**config.mk**
```make
export PLATFORM = sky130hd
export DESIGN_NAME = sbfm_front
export DESIGN_NICKNAME = d
export VERILOG_FILES = /design/src/rtl/sbfm_pkg.sv /design/src/rtl/sbfm_front.sv
export SDC_FILE = /design/constraint.sdc
export NUM_CORES = 1
export LEC_CHECK = 0
export BUFFER_PORTS_ARGS = -buffer_cell sky130_fd_sc_hd__buf_2
export CORE_UTILIZATION = 59
export DETAILED_ROUTE_END_ITERATION = 7
export PLACE_DENSITY = 0.86
export RECOVER_POWER = 50
export SETUP_SLACK_MARGIN = 0.02
export SLEW_MARGIN = 5
export SYNTH_ARGS = -nofsm -noshare
export SYNTH_HDL_FRONTEND = slang
export SYNTH_SLANG_ARGS = --single-unit
```
**constraint.sdc**
```tcl
create_clock -name clk -period 4.74 [get_ports clk]
set_input_delay 0.948 -clock clk [delete_from_list [all_inputs] [get_ports clk]]
set_output_delay 0.948 -clock clk [all_outputs]
set_load 0.02 [all_outputs]
```
**src/rtl/sbfm_pkg.sv**
```systemverilog
// ----------------------------------------------------------------------------
// sbfm_pkg: shared types and constants of the batch fade mixer
// Register indexes of the configuration port and the mix bus width.
// ----------------------------------------------------------------------------
`default_nettype none

package sbfm_pkg;

  // mix bus width, fixed by the bus format
  localparam int MIX_WIDTH = 32;

  // configuration port index width
  localparam int CFG_IDX_WIDTH = 3;

  typedef enum logic [CFG_IDX_WIDTH-1:0] {
    CFG_BATCH_TIME   = 3'd0,
    CFG_START_INDEX  = 3'd1,
    CFG_END_INDEX    = 3'd2,
    CFG_FADE_IN_LEN  = 3'd3,
    CFG_FADE_OUT_LEN = 3'd4,
    CFG_FADE_CURVE   = 3'd5,
    CFG_PLAY_REVERSE = 3'd6
  } cfg_index_t;

endpackage

`default_nettype wire

```
**src/rtl/sbfm_front.sv**
```systemverilog
// ----------------------------------------------------------------------------
// sbfm_front: position, batch length, region and ramp operands
// Three register stages: position and length, region bounds and address,
// ramp numerator/denominator and unity flag.
// ----------------------------------------------------------------------------
`default_nettype none

module sbfm_front import sbfm_pkg::*; #(
  parameter int TW  = 48,
  parameter int AW  = 24,
  parameter int SW  = 24
) (
  input  wire logic                 clk,
  input  wire logic                 rst,
  input  wire logic                 adv,
  input  wire logic                 in_valid,
  input  wire logic [TW-1:0]        sample_time,
  input  wire logic signed [SW-1:0] source_sample,
  input  wire logic signed [MIX_WIDTH-1:0] mix_in,
  input  wire logic                 block_last,
  input  wire logic [TW-1:0]        batch_time,
  input  wire logic [AW-1:0]        start_index,
  input  wire logic [AW-1:0]        end_index,
  input  wire logic [AW-1:0]        fade_in_length,
  input  wire logic [AW-1:0]        fade_out_length,
  input  wire logic                 play_reverse,
  output logic                      out_valid,
  output logic [AW-1:0]             num,
  output logic [AW-1:0]             den,
  output logic                      unity,
  output logic                      act,
  output logic [AW-1:0]             addr,
  output logic signed [SW-1:0]      src,
  output logic signed [MIX_WIDTH-1:0] mix,
  output logic                      last
);

  // stage A registers
  logic                 vld_a;
  logic [TW-1:0]        t_a;
  logic [AW-1:0]        len_a;
  logic signed [SW-1:0] src_a;
  logic signed [MIX_WIDTH-1:0] mix_a;
  logic                 last_a;

  // stage B registers
  logic                 vld_b;
  logic                 act_b;
  logic [AW-1:0]        tl_b;
  logic [AW-1:0]        len_b;
  logic [AW-1:0]        fi_b;
  logic [AW-1:0]        be_b;
  logic [AW-1:0]        addr_b;
  logic signed [SW-1:0] src_b;
  logic signed [MIX_WIDTH-1:0] mix_b;
  logic                 last_b;

  logic [AW-1:0] len_calc;
  logic [AW-1:0] tl_a;
  logic          fin_b;
  logic [AW-1:0] tail_b;

  // batch length, zero when indices are inverted
  always_comb begin
    if (play_reverse) begin
      len_calc = (start_index > end_index) ? start_index - end_index : '0;
    end else begin
      len_calc = (end_index > start_index) ? end_index - start_index : '0;
    end
  end

  assign tl_a   = t_a[AW-1:0];
  assign fin_b  = tl_b < fi_b;
  assign tail_b = len_b - tl_b;

  // valid bits
  always_ff @(posedge clk) begin
    if (rst) begin
      vld_a     <= 1'b0;
      vld_b     <= 1'b0;
      out_valid <= 1'b0;
    end else if (adv) begin
      vld_a     <= in_valid;
      vld_b     <= vld_a;
      out_valid <= vld_b;
    end
  end

  // payload stages
  always_ff @(posedge clk) begin
    if (adv) begin
      // stage A: position and length
      t_a    <= sample_time - batch_time;
      len_a  <= len_calc;
      src_a  <= source_sample;
      mix_a  <= mix_in;
      last_a <= block_last;
      // stage B: activity, region bounds, source address
      act_b  <= t_a < TW'(len_a);
      tl_b   <= tl_a;
      len_b  <= len_a;
      fi_b   <= (fade_in_length < len_a) ? fade_in_length : len_a;
      be_b   <= (fade_out_length > len_a) ? '0 : len_a - fade_out_length;
      addr_b <= play_reverse ? start_index - AW'(1) - tl_a : start_index + tl_a;
      src_b  <= src_a;
      mix_b  <= mix_a;
      last_b <= last_a;
      // stage C: ramp operands
      act    <= act_b;
      num    <= fin_b ? tl_b : tail_b;
      den    <= fin_b ? fi_b : fade_out_length;
      unity  <= !fin_b && ((tl_b < be_b) || (tail_b >= fade_out_length));
      addr   <= act_b ? addr_b : '0;
      src    <= src_b;
      mix    <= mix_b;
      last   <= last_b;
    end
  end

endmodule

`default_nettype wire

```
# [Yosys cells after proc, flatten, opt, wreduce, memory -nomap -nowiden]
# Cells that the tools add are included.
[word_totals] ff_bits=441 input_bits=254 out_inout_bits=132
[classes] add_sub_neg=8 n_lt_le_gt_ge=8 n_mux=7 reduce_logical=3
[ops] op="24-bit two-way mux" count=7
[ops] op="24-bit subtractor" count=5
[ops] op="24-bit > comparator" count=3
[ops] op="24-bit < comparator" count=3
[ops] op="48-bit by 24-bit < comparator with 1-bit output" count=1
[ops] op="48-bit subtractor" count=1
[ops] op="24-bit adder" count=1
[ops] op="24-bit >= comparator" count=1
[ops] op="24-bit by 1-bit subtractor with 24-bit output, second input constant" count=1
[ops] op="1-bit logical AND" count=1
[ops] op="1-bit logical NOT" count=1
[ops] op="1-bit logical OR" count=1

# [Depth between registers and ports, before layout]
# Gate-level depths: netlist (run 1).
[depth] ltp_word=4 ltp_mapped=22

# [Worst setup path before layout (run 1)]
# OpenSTA, ideal clock, no wires.
[synth_timing] path_kind="flip-flop to flip-flop" from="register len_b[0]" to="register unity, data pin" arrival_ns=3.571 setup_slack_ns=0.899 path_stages_with_launch=23 path_buffers=0 synth_period_minus_slack_ns=3.841 path_cell_list="edfxtp_1 inv_1 ha_1 inv_1 fa_1 a211o_1 a21oi_1 o31a_1 a31o_1 a21o_1 nand2b_1 a21oi_1 xnor2_1 ha_1 a21o_1 a21o_1 a21oi_1 nor2b_1 o21ai_0 nand2_1 a21o_1 a221oi_1 a21boi_0"
[synth_between] elab_chain_len=4
[synth_rtl] element="start: declaration" line_no="sbfm_front.sv:50" rtl="logic [AW-1:0] len_b;"
[synth_rtl] element="start signal: assignment" line_no="sbfm_front.sv:101" rtl="len_b <= len_a;"
[synth_rtl] element="24-bit subtractor" line_no="sbfm_front.sv:74" rtl="assign tail_b = len_b - tl_b;"
[synth_rtl] element="24-bit >= comparator" line_no="sbfm_front.sv:112" rtl="unity <= !fin_b && ((tl_b < be_b) || (tail_b >= fade_out_length));"
[synth_rtl] element="1-bit logical OR" line_no="sbfm_front.sv:112"
[synth_rtl] element="1-bit logical AND" line_no="sbfm_front.sv:112"
[synth_rtl] element="end signal: assignment" line_no="sbfm_front.sv:112"
[synth_rtl] element="end: declaration" line_no="sbfm_front.sv:30" rtl="output logic unity,"
# No other way between the ends.
# A chain may end at the register's enable or synchronous reset.

# [Worst setup path in the final report (run 1)]
[layout_timing] from="register tl_b[6]" to="register unity, data pin"
[layout_between] elab_chain_len=4
[layout_rtl] element="start: declaration" line_no="sbfm_front.sv:49" rtl="logic [AW-1:0] tl_b;"
[layout_rtl] element="start signal: assignment" line_no="sbfm_front.sv:100" rtl="tl_b <= tl_a;"
[layout_rtl] element="24-bit subtractor" line_no="sbfm_front.sv:74"
[layout_rtl] element="24-bit >= comparator" line_no="sbfm_front.sv:112"
[layout_rtl] element="1-bit logical OR" line_no="sbfm_front.sv:112"
[layout_rtl] element="1-bit logical AND (*)" line_no="sbfm_front.sv:112"
# Every way passes the cells marked *; elsewhere a longest branch is shown, timed or not.

==> results.txt, run 1 <==
----------------------------------------------------
[Setup path]
  Maximum fanout count along the critical path ... 4
  Data arrival time at the worst-slack endpoint ... 4.80 ns
  Crit. End Element ... flip-flop
  WS Path Type ... reg -> reg
  Endpoint required time on the critical path ... 5.05 ns
  CP Launch Type ... flip-flop

[Cells and area]
  Most used cells in the layout excluding fill and tap cells ... 438 x sky130_fd_sc_hd__edfxtp_1, 375 x sky130_fd_sc_hd__buf_2, 304 x sky130_fd_sc_hd__ha_1, 285 x sky130_fd_sc_hd__inv_1, 200 x sky130_fd_sc_hd__a21oi_1
  Area used by multi-input combinational logic ... 12600 um^2
  Layout fillers ... 3388
  Post-layout net count ... 3404
  Area Growth Syn to Fin ... 14.7%
  Leading cell type in the layout, fill and taps excluded ... sky130_fd_sc_hd__edfxtp_1
  FF+latch area ... 13200 um^2
  Fraction of layout instances using a drive strength above 1 ... 19.1%

[Worst hold path]
  Hold WC Path Type ... reg -> reg

[Route]
  Antenna Nets Post-Route ... 0
  Routed via count ... 20524
  Routed len/inst ... 19.5 um
  DRC violation count after routing ... 0
  First DRT Iteration DRCs ... 1564
  Total wirelength of the detailed-routed design ... 67800 um
  Via/cell ratio ... 5.89
  Initial DRT Pass Iterations ... 6

[STA]
  Sum of negative setup slack ... 0 ns
  Highest clock frequency the design can meet ... 0.223 GHz
  Share of the cycle needed by the critical path after routing ... 94.7%
  Worst-margin pin slew ... 2.84 ns
  RSZ-0062 raised after global routing ... no
  Final setup slack of the worst path ... 0.253 ns
  Final Max Tran Viols ... 216
  Final critical delay including setup and external delays ... 4.49 ns
  Fin Clk Skew ... 0.0243 ns
  Setup-failing EPs final ... 0
  Final hold violation count ... 0
  Normalized max-slew margin ... -89.6%
  Worst hold slack across all endpoints ... 0.405 ns

[Logic synthesis]
  Part of the Yosys area used for sequential elements ... 48.6%
  Leading register cell type out of synthesis ... sky130_fd_sc_hd__edfxtp_1
  Post-synth top area share ... 48.3%
  Cell area after synthesis ... 27200 um^2
  Count of flip-flops with a built-in enable after synthesis ... 438
  Share of flip-flops with an asynchronous set or reset ... 0%
  Unique cell type count in the Yosys netlist ... 99
  Count of synthesis-stage warnings from yosys ... 0
  Instance count of the mapped netlist ... 2461
  Cell taking the most area after synthesis ... sky130_fd_sc_hd__edfxtp_1
  Number of register bits inferred by synthesis ... 441
  Syn avg cell area ... 11.1 um^2
  Mapped Nets ... 3026
  Area contributors post-synth ... sky130_fd_sc_hd__edfxtp_1 48%, sky130_fd_sc_hd__ha_1 14%, sky130_fd_sc_hd__inv_1 3.9%

[Power]
  Switching pwr ... 3.82 mW
  Leakage power summed over all cells ... 13.8 nW
  Peak VDD IR ... 0.357 mV
  Clock network fraction of total power ... 29.5%
  Combinational fraction of design power ... 28.2%
  Switching power as a share of total power ... 31.2%
  Internal power component ... 8.43 mW
  Power per Cell Area ... 393 nW/um^2
  Sequential cell fraction of total power ... 42.3%

[Clock tree]
  Clock transition time at the flip-flop clock pins of the worst setup and hold paths ... 0.06 ns
  Sink count of the clock tree ... 441
  CTS tree ... built
  Worst-Skew Late Latency ... 0.59 ns
  CTS Buffer Depth ... 3
  Maximum level of the CTS H-tree ... 2
  Post-CTS Setup Bufs ... 0
  TritonCTS Buffers ... 45
  Clock tree root driver cell ... sky130_fd_sc_hd__clkbuf_16

[Run status]
  Failing checks ... max-capacitance violations, max-slew violations
  Outcome ... complete, but fails checks

[Die]
  Die width ... 217 um
  Starting Density ... 60.0%
  Die area ... 47000 um^2
  I/O pin total ... 386
  Area inside the core boundary ... 45400 um^2
  Floorplan row count ... 78
  Die Span Y ... 217 um

[Place]
  Post-DP HPWL ... 52600 um
  Port Buffer Count ... 385
  Final GP Congestion ... 0.934
  Post-placement setup slack ... 0.382 ns

[Global routing]
  Antenna violations before repair ... 15
  Total global-route track usage ... 28.3%
  Gr ovfl total ... 0
  Pin count of the biggest net entering global routing ... 113
  Wire length of the first global-routing pass ... 105000 um
  Vias in the first global route ... 20242

[Run]
  Number of max-cap violations ... 3

----------------------------------------------------
## sequential cells by signal, summed over array words and instances (netlist names), 32 cells and up
register / cells
mix_a: 32
t_a: 48
mix_b: 32
mix: 32
## final cells by class
class	instances	area share [%]
flip-flops and latches	441	42.3
multi-input cells	1665	40.4
repair buffers	401	6.50
clock buffers	60	3.95
inverters	285	3.43
well taps	600	2.41
clock inverters	23	0.870
diodes	9	0.0722
## worst paths after layout
path	from	endpoint	slack, ns	depth (start not counted)
worst max-delay path	tl_b[6]	unity	0.25	18
worst min-delay path	mix_a[8]	mix_b[8]	0.41	0
worst max register to register	tl_b[6]	unity	0.25	18
worst min register to register	mix_a[8]	mix_b[8]	0.41	0
## power by group through the flow
stage / logic [mW] / clock network, mW / registers, mW
after global placement: 3.26 / 0 / 5.22
after floorplan: 2.25 / 0 / 5.30
after CTS: 3.41 / 3.68 / 5.17
after global routing: 3.79 / 3.80 / 5.22
final: 3.45 / 3.62 / 5.18
after detailed placement: 3.37 / 0 / 5.25
## routing by layer
metal / wire, um / track usage (%) / vias to the layer above
met4: 2380 / 10.8 / 18
met3: 4890 / 4.95 / 172
li1: - / - / 9806
met5: 127 / 0 / -
met2: 32200 / 47.7 / 834
met1: 28200 / 36.6 / 9694
## worst max-delay path, stage by stage, from the launching register on
cell and delay [ns]:
sky130_fd_sc_hd__edfxtp_1 0.39, sky130_fd_sc_hd__inv_1 0.07, sky130_fd_sc_hd__ha_1 0.33, sky130_fd_sc_hd__a211o_1 0.23
sky130_fd_sc_hd__o221ai_1 0.21, sky130_fd_sc_hd__a211oi_2 0.40, sky130_fd_sc_hd__nor3b_2 0.14, sky130_fd_sc_hd__o31ai_4 0.28
sky130_fd_sc_hd__o221ai_2 0.19, sky130_fd_sc_hd__o21ai_1 0.21, sky130_fd_sc_hd__mux2_2 0.38, sky130_fd_sc_hd__and4_1 0.18
sky130_fd_sc_hd__nor2_1 0.14, sky130_fd_sc_hd__ha_1 0.27, sky130_fd_sc_hd__and4_1 0.20, sky130_fd_sc_hd__nand4_1 0.12
sky130_fd_sc_hd__nor3_1 0.07, sky130_fd_sc_hd__a221oi_1 0.27, sky130_fd_sc_hd__a21boi_0 0.13
## synthesized netlist by cell type (all sizes together) (26+ instances only)
cell type	count
a21o	108
a21oi	202
and2	33
buf	26
clkbuf	44
edfxtp	438
ha	304
inv	285
mux2	31
nand2	126
nand2b	33
nand3	32
nand4	31
nor2	138
nor2b	34
nor3	33
o21a	32
o21ai	154
o21bai	27
xnor2	65
xor2	33
## cell families (layout without fill, tap and decap cells)
family	count (synthesis)	after routing	share of synthesized area [%]
AND/OR/NAND/NOR	504	504	9.12
adder cells (fa/ha/maj)	311	311	14.5
buffers and inverters	355	769	5.21
other	0	9	0
XOR/XNOR	98	98	3.15
flip-flops	441	441	48.6
multiplexers	38	38	1.54
AO/OA/AOI/OAI	714	714	17.9
## per-stage QoR
stage / util (%) / instances / total power [mW] / instance area (um^2)
final: 68.8 / 3484 / 12.2 / 31200
after global routing: 68.7 / 3481 / 12.8 / 31200
after global placement: 65.5 / 3392 / 8.49 / 29700
after detailed placement: 65.5 / 3392 / 8.62 / 29700
after CTS: 68.8 / 3475 / 12.3 / 31200
after floorplan: - / 2461 / 7.55 / 27200
## what timing repair did
action / CTS / global route
setup endpoints to repair: 0 / 1
hold buffers: 0 / 0
gates resized for setup: 0 / 4
(Power assumes the default switching activity.)
==> run 2, diff against run 1 <==
Settings changed: CORE_UTILIZATION 59 to 45, PLACE_DENSITY 0.86 to 0.69.
==> run 2 against run 1 <==
Critical endpoint unchanged. Sequential share of layout area decreased by 0.41 points. Global-route usage shrank 6.1 points. Worst hold slack gained 0.0067 ns. Power grew 1.5%. Routed wire length up 2.8%. Clock skew increased by 0.010 ns. Largest cell class unchanged. Combinational power decreased by 1%. The run still ends with max-capacitance violations, max-slew violations left. Register-to-register slack improved by 0.04 ns. Highest routed layer unchanged.
==> results.txt, run 2 (synthesis results as in run 1) <==
----------------------------------------------------
[Run status]
  Outcome ... complete, but fails checks
  Failing checks ... max-capacitance violations, max-slew violations

[Die]
  Floorplan row count ... 89
  Die area ... 61400 um^2
  I/O pin total ... 386
  Starting Density ... 45.8%
  Die Span Y ... 248 um
  Area inside the core boundary ... 59400 um^2
  Die width ... 248 um

[Global routing]
  Wire length of the first global-routing pass ... 107000 um
  Global-route layer with the greatest usage ... met2
  GR Util met1 ... 28.7%
  Antenna violations before repair ... 19
  GR met2 Demand/Resource ... 37.1%
  Vias in the first global route ... 19956
  Gr ovfl total ... 0
  Global-route met3 utilization ... 4.74%
  Total global-route track usage ... 22.3%
  Pin count of the biggest net entering global routing ... 120

[Clock tree]
  CTS Hold Bufs ... 0
  Maximum level of the CTS H-tree ... 2
  Sink count of the clock tree ... 441
  Post-cts repair resize count ... 0
  Worst-Skew Late Latency ... 0.60 ns
  TritonCTS Buffers ... 49
  Clock tree root driver cell ... sky130_fd_sc_hd__clkbuf_16
  CTS tree ... built
  CTS Buffer Depth ... 3
  Post-CTS Setup Bufs ... 0
  Clock transition time at the flip-flop clock pins of the worst setup and hold paths ... 0.06 ns

[Cells and area]
  Layout fillers ... 5253
  Post-layout net count ... 3404
  Leading cell type in the layout, fill and taps excluded ... sky130_fd_sc_hd__edfxtp_1
  Utilization after layout ... 53.1%
  Max FFs per register ... 48
  Most used cells in the layout excluding fill and tap cells ... 438 x sky130_fd_sc_hd__edfxtp_1, 375 x sky130_fd_sc_hd__buf_2, 304 x sky130_fd_sc_hd__ha_1, 285 x sky130_fd_sc_hd__inv_1, 201 x sky130_fd_sc_hd__a21oi_1
  Fraction of layout instances using a drive strength above 1 ... 19.2%
  Area Growth Syn to Fin ... 15.8%
  Register with the highest flop count ... t_a

[Setup path]
  First element of the critical path ... tl_b[0]
  Maximum fanout count along the critical path ... 4
  Slowest-stage cell, CP ... sky130_fd_sc_hd__fa_1
  Startpoint of the worst-slack reg-to-reg timing path ... tl_b[0]
  Crit. End Element ... flip-flop
  Largest stage delay, worst path ... 0.44 ns
  Endpoint required time on the critical path ... 5.06 ns
  Worst path cell trace ... ha_1 > inv_1 > fa_1 > a211o_1 > a21oi_1 > o31a_1 > a31o_1 > a21o_1 > o21ai_1 > a311oi_1 > xnor2_1 > ha_1 > nor2b_1 > o21ai_0 > nand2_1 > a21o_1 > a221oi_1 > a21boi_0
  Data arrival time at the worst-slack endpoint ... 4.77 ns
  WS Path Type ... reg -> reg
  Setup slack of the most critical reg-to-reg path ... 0.29 ns
  CP Launch Type ... flip-flop

[Run]
  Number of max-cap violations ... 2

[STA]
  Share of the cycle needed by the critical path after routing ... 93.8%
  Highest clock frequency the design can meet ... 0.225 GHz
  Sum of negative setup slack ... 0 ns
  Normalized max-slew margin ... -110%
  RSZ-0062 raised after global routing ... no
  Final hold violation count ... 0
  Fin Clk Skew ... 0.0345 ns
  Final critical delay including setup and external delays ... 4.45 ns
  Final Max Tran Viols ... 156
  Worst hold slack across all endpoints ... 0.412 ns
  Setup-failing EPs final ... 0
  Worst-margin pin slew ... 3.14 ns

[Route]
  Via/cell ratio ... 5.57
  Antenna Nets Post-Route ... 0
  Total wirelength of the detailed-routed design ... 69700 um
  Routed len/inst ... 19.1 um
  Routed via count ... 20366
  Initial DRT Pass Iterations ... 8
  DRC violation count after routing ... 0
  First DRT Iteration DRCs ... 1467

[Power]
  Leakage power summed over all cells ... 13.9 nW
  Peak VDD IR ... 0.257 mV
  Power per Cell Area ... 395 nW/um^2

[Place]
  Final GP Congestion ... 0.923
  Post-DP HPWL ... 55200 um
  Port Buffer Count ... 385

[Worst hold path]
  Hold WC Path Type ... reg -> reg
  Source of the worst hold timing path ... src_a[13]

----------------------------------------------------
run 2: worst paths after layout:
check / cells after the start / endpoint
worst max-delay path: 18 / unity
worst min-delay path: 0 / src_b[13]
worst max register to register: 18 / unity
worst min register to register: 0 / src_b[13]
run 2: final cells by class:
class                           instances  area (um^2)  area share (%)
Tap cell                              773          967            3.07
Clock buffer                           56         1270            4.04
Inverter                              285         1070            3.40
Clock inverter                         36          353            1.12
Sequential cell                       441        13200            41.9
Antenna cell                            6         15.0          0.0477
Multi-Input combinational cell       1665        12600            40.0
Timing Repair Buffer                  397         2030            6.43
run 2: per-stage QoR:
step | instances | total power [mW] | instance area, um^2 | setup slack, ns
after floorplan | 2461 | 7.55 | 27200 | 0.899
after global placement | 3561 | 8.56 | 29900 | 0.487
after detailed placement | 3561 | 8.64 | 29900 | 0.327
after CTS | 3653 | 12.5 | 31600 | 0.301
after global routing | 3654 | 13.1 | 31500 | 0.0272
final | 3659 | 12.4 | 31500 | 0.293
run 2: metal layers:
layer  routed length (um)  up-vias  share of wire, %
met5                  179        -              0.26
met1                29900     9748                43
met4                 2240       28               3.2
li1                     -     9802                 -
met2                32500      633                47
met3                 4890      155               7.0
run 2: report_power, final:
group	switching (mW)	total, mW	internal [mW]	leakage (nW)
logic	2.04	3.41	1.38	8.72
registers	0.259	5.18	4.93	4.34
clock network	1.61	3.84	2.22	0.791
run 2: worst max-delay path: cells and delay by family, from the launching register on:
| kind | cells | cell delay, ns |
|---|---|---|
| buffers and inverters | 1 | 0.06 |
| XOR/XNOR | 1 | 0.20 |
| AO/OA/AOI/OAI | 11 | 2.41 |
| adder cells (fa/ha/maj) | 3 | 0.91 |
| AND/OR/NAND/NOR | 2 | 0.20 |
| flip-flops | 1 | 0.39 |
